$ cat src/hdl/vcu_pkg.sv
`default_nettype none
package vcu_pkg;

  typedef struct packed {
    logic signed [15:0] observed_velocity;
    logic signed [15:0] previous_velocity;
    logic signed [15:0] sounding_velocity;
    logic signed [15:0] above_velocity;
    logic               previous_present;
    logic               sounding_present;
    logic               above_present;
  } in_item_t;

  typedef struct packed {
    logic signed [15:0] corrected_velocity;
    logic               accepted;
    logic [1:0]         reference_case;
  } out_item_t;

  typedef enum logic [2:0] {
    CFG_MISSING_CODE = 3'd0,
    CFG_NYQUIST_VEL  = 3'd1,
    CFG_NYQUIST_INT  = 3'd2,
    CFG_COMPARE_FRAC = 3'd3,
    CFG_MIN_ABS_VEL  = 3'd4
  } cfg_idx_t;

  localparam logic [1:0] CASE_NONE     = 2'd0;
  localparam logic [1:0] CASE_SOUNDING = 2'd1;
  localparam logic [1:0] CASE_ABOVE    = 2'd2;
  localparam logic [1:0] CASE_PREVIOUS = 2'd3;

  localparam logic signed [15:0] RST_MISSING_CODE = -16'sd32768;
  localparam logic [13:0]        RST_NYQUIST_VEL  = 14'd1000;
  localparam logic [14:0]        RST_NYQUIST_INT  = 15'd2000;
  localparam logic [8:0]         RST_COMPARE_FRAC = 9'd64;
  localparam logic [14:0]        RST_MIN_ABS_VEL  = 15'd100;

endpackage
`default_nettype wire

$ cat src/hdl/vcu_if.sv
`default_nettype none
interface vcu_in_if;
  import vcu_pkg::*;
  logic     valid;
  logic     ready;
  in_item_t data;
  modport source (output valid, output data, input ready);
  modport sink (input valid, input data, output ready);
endinterface

interface vcu_out_if;
  import vcu_pkg::*;
  logic      valid;
  logic      ready;
  out_item_t data;
  modport source (output valid, output data, input ready);
  modport sink (input valid, input data, output ready);
endinterface
`default_nettype wire

$ cat src/hdl/velocity_continuity_unfold.sv
// an input transfer passes through the pipeline stage registers and then the output register to out_ch
// throughput: one item per cycle while out_ch is not stalled, one unfolding step per pipeline stage
// a stall on out_ch holds the whole pipeline, nothing is dropped or repeated
// reset (rst_n low, synchronous) clears all valid bits and loads the
// configuration registers with their default values
`default_nettype none
module velocity_continuity_unfold #(
  parameter int MAX_SHIFTS    = 10,
  parameter int VELOCITY_BITS = 16
) (
  input  wire               clk,
  input  wire               rst_n,
  vcu_in_if.sink            in_ch,
  vcu_out_if.source         out_ch,
  input  wire               cfg_we,
  input  wire [2:0]         cfg_index,
  input  wire [15:0]        cfg_data
);
  import vcu_pkg::*;

  localparam int VW  = (VELOCITY_BITS > 16) ? VELOCITY_BITS : 16;
  localparam int NSH = MAX_SHIFTS + 1;
  localparam longint SAT_HI_L = (64'sd1 <<< (VELOCITY_BITS - 1)) - 64'sd1;
  localparam logic signed [VW:0] SAT_HI = (VW+1)'(SAT_HI_L);
  localparam logic signed [VW:0] SAT_LO = -SAT_HI - 1;

  logic signed [15:0] missing_code_r;
  logic [13:0]        nyq_vel_r;
  logic [14:0]        nyq_int_r;
  logic [8:0]         cmp_frac_r;
  logic [14:0]        min_abs_r;
  logic [22:0]        limit_r;

  always_ff @(posedge clk) begin
    if (!rst_n) begin
      missing_code_r <= RST_MISSING_CODE;
      nyq_vel_r      <= RST_NYQUIST_VEL;
      nyq_int_r      <= RST_NYQUIST_INT;
      cmp_frac_r     <= RST_COMPARE_FRAC;
      min_abs_r      <= RST_MIN_ABS_VEL;
    end else if (cfg_we) begin
      unique case (cfg_idx_t'(cfg_index))
        CFG_MISSING_CODE: missing_code_r <= cfg_data;
        CFG_NYQUIST_VEL:  nyq_vel_r      <= cfg_data[13:0];
        CFG_NYQUIST_INT:  nyq_int_r      <= cfg_data[14:0];
        CFG_COMPARE_FRAC: cmp_frac_r     <= cfg_data[8:0];
        CFG_MIN_ABS_VEL:  min_abs_r      <= cfg_data[14:0];
        default: ;
      endcase
    end
  end

  always_ff @(posedge clk) begin
    limit_r <= cmp_frac_r * nyq_vel_r;
  end

  // pipeline state, index 0 is the input stage, NSH is after the last step
  logic                 vld_r  [0:NSH];
  logic signed [VW-1:0] v_r    [0:NSH];
  logic signed [VW-1:0] v_nxt  [0:NSH-1];
  logic signed [15:0]   ref_r  [0:NSH];
  logic signed [15:0]   chk_r  [0:NSH];
  logic [1:0]           case_r [0:NSH];
  logic                 big_r  [0:NSH];

  logic      adv;
  logic      out_vld_r;
  out_item_t out_r;

  assign adv         = !out_vld_r || out_ch.ready;
  assign in_ch.ready = adv;

  // reference selection
  in_item_t           it;
  logic               obs_miss, sound_ok, above_ok, prev_ok;
  logic [1:0]         case_sel;
  logic signed [15:0] ref_sel, chk_sel;
  logic signed [16:0] obs_ext;
  logic [16:0]        obs_abs;

  always_comb begin
    it       = in_ch.data;
    obs_miss = it.observed_velocity == missing_code_r;
    sound_ok = !it.previous_present && it.sounding_present &&
               (it.sounding_velocity != missing_code_r);
    above_ok = it.above_present && (it.above_velocity != missing_code_r);
    prev_ok  = it.previous_present && (it.previous_velocity != missing_code_r);
    case_sel = CASE_NONE;
    ref_sel  = it.sounding_velocity;
    chk_sel  = it.sounding_velocity;
    if (sound_ok && !above_ok) begin
      case_sel = CASE_SOUNDING;
    end else if (sound_ok && above_ok) begin
      case_sel = CASE_ABOVE;
      ref_sel  = it.above_velocity;
    end else if (prev_ok && above_ok) begin
      case_sel = CASE_PREVIOUS;
      ref_sel  = it.previous_velocity;
      chk_sel  = it.above_velocity;
    end
    if (obs_miss) begin
      case_sel = CASE_NONE;
    end
    obs_ext = 17'(it.observed_velocity);
    obs_abs = obs_ext[16] ? 17'(-obs_ext) : obs_ext;
  end

  // one unfolding step per stage
  for (genvar k = 0; k < NSH; k++) begin : g_step
    logic signed [VW:0] diff, sum, sat;
    logic [VW:0]        dmag;
    logic               far;
    always_comb begin
      diff = (VW+1)'(ref_r[k]) - (VW+1)'(v_r[k]);
      dmag = diff[VW] ? (VW+1)'(-diff) : (VW+1)'(diff);
      far  = dmag >= (VW+1)'(nyq_vel_r);
      if (!diff[VW]) begin
        sum = (VW+1)'(v_r[k]) + (VW+1)'($signed({1'b0, nyq_int_r}));
      end else begin
        sum = (VW+1)'(v_r[k]) - (VW+1)'($signed({1'b0, nyq_int_r}));
      end
      if (sum > SAT_HI) begin
        sat = SAT_HI;
      end else if (sum < SAT_LO) begin
        sat = SAT_LO;
      end else begin
        sat = sum;
      end
      v_nxt[k] = far ? sat[VW-1:0] : v_r[k];
    end
  end

  always_ff @(posedge clk) begin
    if (!rst_n) begin
      for (int k = 0; k <= NSH; k++) begin
        vld_r[k] <= 1'b0;
      end
    end else if (adv) begin
      vld_r[0] <= in_ch.valid;
      for (int k = 1; k <= NSH; k++) begin
        vld_r[k] <= vld_r[k-1];
      end
    end
  end

  always_ff @(posedge clk) begin
    if (adv) begin
      v_r[0]    <= VW'(it.observed_velocity);
      ref_r[0]  <= ref_sel;
      chk_r[0]  <= chk_sel;
      case_r[0] <= case_sel;
      big_r[0]  <= obs_abs > 17'(min_abs_r);
      for (int k = 1; k <= NSH; k++) begin
        v_r[k]    <= v_nxt[k-1];
        ref_r[k]  <= ref_r[k-1];
        chk_r[k]  <= chk_r[k-1];
        case_r[k] <= case_r[k-1];
        big_r[k]  <= big_r[k-1];
      end
    end
  end

  // acceptance
  logic signed [VW:0] fdiff, cdiff;
  logic [VW:0]        fmag, cmag;
  logic               dok, cok, ok;
  out_item_t          res;

  always_comb begin
    fdiff = (VW+1)'(ref_r[NSH]) - (VW+1)'(v_r[NSH]);
    cdiff = (VW+1)'(chk_r[NSH]) - (VW+1)'(v_r[NSH]);
    fmag  = fdiff[VW] ? (VW+1)'(-fdiff) : (VW+1)'(fdiff);
    cmag  = cdiff[VW] ? (VW+1)'(-cdiff) : (VW+1)'(cdiff);
    dok   = {fmag, 8'd0} < (VW+9)'(limit_r);
    cok   = {cmag, 8'd0} < (VW+9)'(limit_r);
    ok    = (case_r[NSH] != CASE_NONE) && dok && big_r[NSH] &&
            (!case_r[NSH][1] || cok);
    res.reference_case     = case_r[NSH];
    res.accepted           = ok;
    res.corrected_velocity = ok ? v_r[NSH][15:0] : 16'sd0;
  end

  always_ff @(posedge clk) begin
    if (!rst_n) begin
      out_vld_r <= 1'b0;
    end else if (adv) begin
      out_vld_r <= vld_r[NSH];
    end
  end

  always_ff @(posedge clk) begin
    if (adv) begin
      out_r <= res;
    end
  end

  assign out_ch.valid = out_vld_r;
  assign out_ch.data  = out_r;

endmodule
`default_nettype wire

$ cat src/flat_wrapper.sv
// flat-port wrapper written by rule: the top's interface ports become plain ports
module velocity_continuity_unfold_flat import vcu_pkg::*;
#(
  parameter int MAX_SHIFTS    = 10,
  parameter int VELOCITY_BITS = 16
)
  (clk, rst_n, cfg_we, cfg_index, cfg_data, in_ch_valid, in_ch_data, in_ch_ready, out_ch_valid, out_ch_data, out_ch_ready);
  vcu_in_if in_ch_i ();
  vcu_out_if out_ch_i ();
  input  wire clk;
  input  wire rst_n;
  input  wire cfg_we;
  input  wire [2:0] cfg_index;
  input  wire [15:0] cfg_data;
  input wire logic [$bits(in_ch_i.valid)-1:0] in_ch_valid;
  input wire logic [$bits(in_ch_i.data)-1:0] in_ch_data;
  output wire logic [$bits(in_ch_i.ready)-1:0] in_ch_ready;
  output wire logic [$bits(out_ch_i.valid)-1:0] out_ch_valid;
  output wire logic [$bits(out_ch_i.data)-1:0] out_ch_data;
  input wire logic [$bits(out_ch_i.ready)-1:0] out_ch_ready;
  assign in_ch_i.valid = in_ch_valid;
  assign in_ch_i.data = in_ch_data;
  assign in_ch_ready = in_ch_i.ready;
  assign out_ch_valid = out_ch_i.valid;
  assign out_ch_data = out_ch_i.data;
  assign out_ch_i.ready = out_ch_ready;
  velocity_continuity_unfold #(.MAX_SHIFTS(MAX_SHIFTS), .VELOCITY_BITS(VELOCITY_BITS)) u_core (.clk(clk), .rst_n(rst_n), .in_ch(in_ch_i), .out_ch(out_ch_i), .cfg_we(cfg_we), .cfg_index(cfg_index), .cfg_data(cfg_data));
endmodule
$ cat config.mk
export PLATFORM = sky130hd
export DESIGN_NAME = velocity_continuity_unfold_flat
export DESIGN_NICKNAME = d
export VERILOG_FILES = /design/src/hdl/vcu_pkg.sv /design/src/hdl/vcu_if.sv /design/src/hdl/velocity_continuity_unfold.sv /design/src/flat_wrapper.sv
export SDC_FILE = /design/constraint.sdc
export NUM_CORES = 2
export LEC_CHECK = 0
export ABC_AREA = 1
export BUFFER_PORTS_ARGS = -buffer_cell sky130_fd_sc_hd__buf_2
export CORE_MARGIN = 2
export CORE_UTILIZATION = 40
export CTS_CLUSTER_DIAMETER = 150
export DETAILED_ROUTE_END_ITERATION = 16
export PLACE_DENSITY = 0.54
export SYNTH_ARGS = -nofsm -noshare
export SYNTH_HDL_FRONTEND = slang
export SYNTH_SLANG_ARGS = --single-unit
$ cat constraint.sdc
create_clock -name clk -period 17.7 [get_ports clk]
set_input_delay 0 -clock clk [delete_from_list [all_inputs] [get_ports clk]]
set_output_delay 0 -clock clk [all_outputs]
set_load 0.1 [all_outputs]
==> impl_metrics.env <==
export IMPL_outcome="completed"
export IMPL_fp_row_count=146
export IMPL_detailed_routed_wire_length_on_met2_mm=95.4
export IMPL_grt_setup_unrepaired="no"
export IMPL_finalCritPeriodShare=0.355
export IMPL_most_common_layout_cells="sky130_fd_sc_hd__nand2_1 (2445), sky130_fd_sc_hd__inv_1 (1025), sky130_fd_sc_hd__ha_1 (641)"
export IMPL_initial_core_util=0.402
export IMPL_dieHeight_um=403
export IMPL_final_hold_violation_count=0
export IMPL_routed_wire_length_mm=212
export IMPL_crit_chain="inv_1 -> ha_1 -> nand3_2 -> nor3_4 -> nand4_2 -> nor2_4 -> nand3_4 -> nand2_1 -> inv_1 -> o21ai_0 -> ha_1 -> nand2_1 -> inv_1 -> a221oi_1 -> nand2_1 -> a31oi_1 -> nand3_1 -> nand3b_1 -> nand2_1 -> nand2_1 -> nand2_1"
export IMPL_timing_critical_path_required_ps=18140
export IMPL_worstSkewPairLatency_ps=730
export IMPL_fin_worst_skew_ps=60.4
export IMPL_wl_met3_mm=12.6
export IMPL_cts_root_buffer="sky130_fd_sc_hd__clkbuf_16"
export IMPL_count_of_instances_resized_after_the_clock_tree_is_built=0
export IMPL_syn_area_per_cell_um2=7.64
export IMPL_cp_max_fo=15
export IMPL_synth_top_flop_cell="sky130_fd_sc_hd__edfxtp_1"
export IMPL_hp_class="primary input to flop"
export IMPL_grt_max_degree=111
export IMPL_drtPass1Iterations=6
export IMPL_core_region_area_um2=158000
export IMPL_mappedNetlistArea_um2=63600
export IMPL_timing_critical_path_arrival_ps=6720
export IMPL_detailed_place_hpwl_mm=163
export IMPL_gate_count_of_the_mapped_netlist=8333
export IMPL_via_count=56600
export IMPL_final_nets=9337
export IMPL_fillers=16100
export IMPL_crit_top_cell="sky130_fd_sc_hd__nand2_1"
export IMPL_grt_usage=0.258
export IMPL_max_cap_viol_count=0
export IMPL_setup_viol_count_final=0
export IMPL_horizontal_die_dimension_um=403
export IMPL_place_congestion=0.944
export IMPL_portBuffers=111
export IMPL_syn_to_final_growth_pct=10.5
export IMPL_via_count_of_the_first_global_routing_pass=54000
export IMPL_yosysWarningCount=0
export IMPL_cts_tree="yes"
export IMPL_yosysUniqueCellTypes=67
export IMPL_wire_per_inst_um=19.9
export IMPL_clkSinkCount=736
export IMPL_number_of_antenna_violations_at_the_first_check_in_global_routing=6
export IMPL_clock_path_buffers=3
export IMPL_design_die_area_um2=162000
export IMPL_post_route_cells_drive_above_1_share=0.0552
export IMPL_mappedNetlistNets=9174
export IMPL_timing_max_transition_violations_final=0
export IMPL_top_layer_used="met4"
export IMPL_path_class="flop to flop"
export IMPL_critPathMaxStageDelay_ps=850
export IMPL_antenna_violating_nets_post_route=0
export IMPL_fmax_ghz=0.159
export IMPL_total_congestion_overflow=0
export IMPL_cts_clk_slew_worst_paths_ps=60
export IMPL_ctsHtreeMaxLevel=3
export IMPL_worstMarginPinSlew_ps=1340
export IMPL_yosys_register_bits=736
export IMPL_synth_seq_area_share=0.331
export IMPL_synth_enable_flop_cells=634
export IMPL_layout_commonest_cell="sky130_fd_sc_hd__nand2_1"
export IMPL_cts_made_buffers=86
export IMPL_cp_end_kind="flop"
export IMPL_vias_per_cell=5.32
export IMPL_met1Wirelength_mm=95.5
export IMPL_timing_critical_path_from_type="flop"
export IMPL_synthArstFlopShare=0
export IMPL_drc=0
export IMPL_drt_iter0_drc=4691
export IMPL_tns_ps=0
export IMPL_first_pass_grt_wire_length_mm=323
export IMPL_critPathSlowestCell="sky130_fd_sc_hd__inv_1"
export IMPL_ioPinCount=112
export IMPL_post_route_min_period_ps=6280
export IMPL_max_slew_margin=0.105
-- cells by family after synthesis --
| group | count (synthesis) | share of synthesized area |
|---|---|---|
| DFF | 736 | 0.331 |
| and+or+nand+nor | 3996 | 0.267 |
| adders and majority gates | 750 | 0.160 |
| buffers and inverters | 1242 | 0.0768 |
| xor gates and xnor gates | 465 | 0.0658 |
| AOI/OAI and AO/OA | 1144 | 0.0991 |
-- state kept, by name, summed over array words and instances (netlist names) --
signal and cells:
u_core.chk_r 192, u_core.v_r 192, u_core.case_r 24, u_core.out_ch.data 19
u_core.nyq_vel_r 14, u_core.limit_r 23, u_core.cmp_frac_r 9, u_core.big_r 12
u_core.missing_code_r 16, u_core.nyq_int_r 15, u_core.min_abs_r 15, u_core.vld_r 12
u_core.out_ch.valid 1, u_core.ref_r 192
-- Yosys cell counts, types with 16 or more instances --
cell type | instances | area (µm²)
sky130_fd_sc_hd__nand3_1 | 543 | 2720
sky130_fd_sc_hd__clkbuf_1 | 116 | 435
sky130_fd_sc_hd__nand2_1 | 2446 | 9180
sky130_fd_sc_hd__xor2_1 | 316 | 2770
sky130_fd_sc_hd__a21o_1 | 42 | 315
sky130_fd_sc_hd__inv_1 | 1025 | 3850
sky130_fd_sc_hd__nand3b_1 | 50 | 375
sky130_fd_sc_hd__nor2_2 | 26 | 163
sky130_fd_sc_hd__nand2_2 | 49 | 307
sky130_fd_sc_hd__o211ai_1 | 20 | 150
sky130_fd_sc_hd__a31oi_1 | 30 | 188
sky130_fd_sc_hd__a21oi_1 | 460 | 2300
sky130_fd_sc_hd__o21ai_1 | 30 | 150
sky130_fd_sc_hd__a211oi_1 | 18 | 135
sky130_fd_sc_hd__buf_2 | 39 | 195
sky130_fd_sc_hd__edfxtp_1 | 634 | 19000
sky130_fd_sc_hd__nor3_1 | 51 | 255
sky130_fd_sc_hd__buf_6 | 17 | 191
sky130_fd_sc_hd__nor2_1 | 572 | 2150
sky130_fd_sc_hd__o21ai_0 | 431 | 2160
sky130_fd_sc_hd__ha_1 | 641 | 8020
sky130_fd_sc_hd__o21bai_1 | 34 | 255
sky130_fd_sc_hd__inv_2 | 22 | 82.6
sky130_fd_sc_hd__dfxtp_1 | 102 | 2040
sky130_fd_sc_hd__or2_2 | 16 | 100
sky130_fd_sc_hd__nand4_1 | 170 | 1060
sky130_fd_sc_hd__fa_1 | 109 | 2180
sky130_fd_sc_hd__xnor2_1 | 135 | 1180
-- layout make-up --
cell class / count / area [µm²] / area share
diodes: 1 / 2.50 / 0.0000356
clock buffers: 101 / 2260 / 0.0321
clock inverters: 60 / 722 / 0.0103
inverters: 1052 / 3950 / 0.0562
multi-input cells: 6355 / 37700 / 0.536
flip-flops and latches: 736 / 21100 / 0.300
well taps: 2072 / 2590 / 0.0369
repair buffers: 265 / 1990 / 0.0283
-- timing repair --
action                                 4_1_cts  5_1_grt
endpoints found under the hold margin      130        0
buffers inserted                             0        0
hold buffers                               110        0
-- worst max-delay path: cells and delay by family (launching register included) --
kind,cells,cell delay (ps)
flops,1,340
buf+inv,3,1190
compound gates,3,900
fa+ha+maj,2,800
simple gates,13,2790
-- worst paths after layout --
check	from	end	slack (ps)	cells past startpoint
setup / recovery	u_core.nyq_int_r[1]$_SDFFE_PN0P_	u_core.v_r[11][14]$_DFFE_PN_	11420	21
hold / removal	in_ch_data[1]	u_core.case_r[0][0]$_SDFFCE_PP0N_	100	5
setup reg to reg	u_core.nyq_int_r[1]$_SDFFE_PN0P_	u_core.v_r[11][14]$_DFFE_PN_	11420	21
hold reg to reg	u_core.chk_r[1][42]$_DFFE_PN_	u_core.chk_r[1][58]$_DFFE_PN_	400	0
-- routing by layer --
layer / track usage / up-vias
met1: 0.351 / 26700
met4: 0.0905 / 0
met3: 0.0343 / 345
li1: - / 28000
met2: 0.420 / 1608
met5: 0 / -
-- metrics by stage --
step / instance area, µm² / setup slack, ps / cells / hold WS (ps) / util
2_1_floorplan: 63600 / 6930 / 8333 / 98.9 / -
3_3_place_gp: 66200 / 11310 / 10400 / 219 / 0.419
6_report: 70300 / 11420 / 10600 / 101 / 0.444
4_1_cts: 70300 / 11530 / 10600 / 19.1 / 0.444
3_5_place_dp: 66200 / 11530 / 10400 / 229 / 0.419
5_1_grt: 70300 / 11160 / 10600 / 81.1 / 0.444
Power is not shown: default switching activity piles up to over one toggle a cycle in this logic, so the estimate is an artifact.
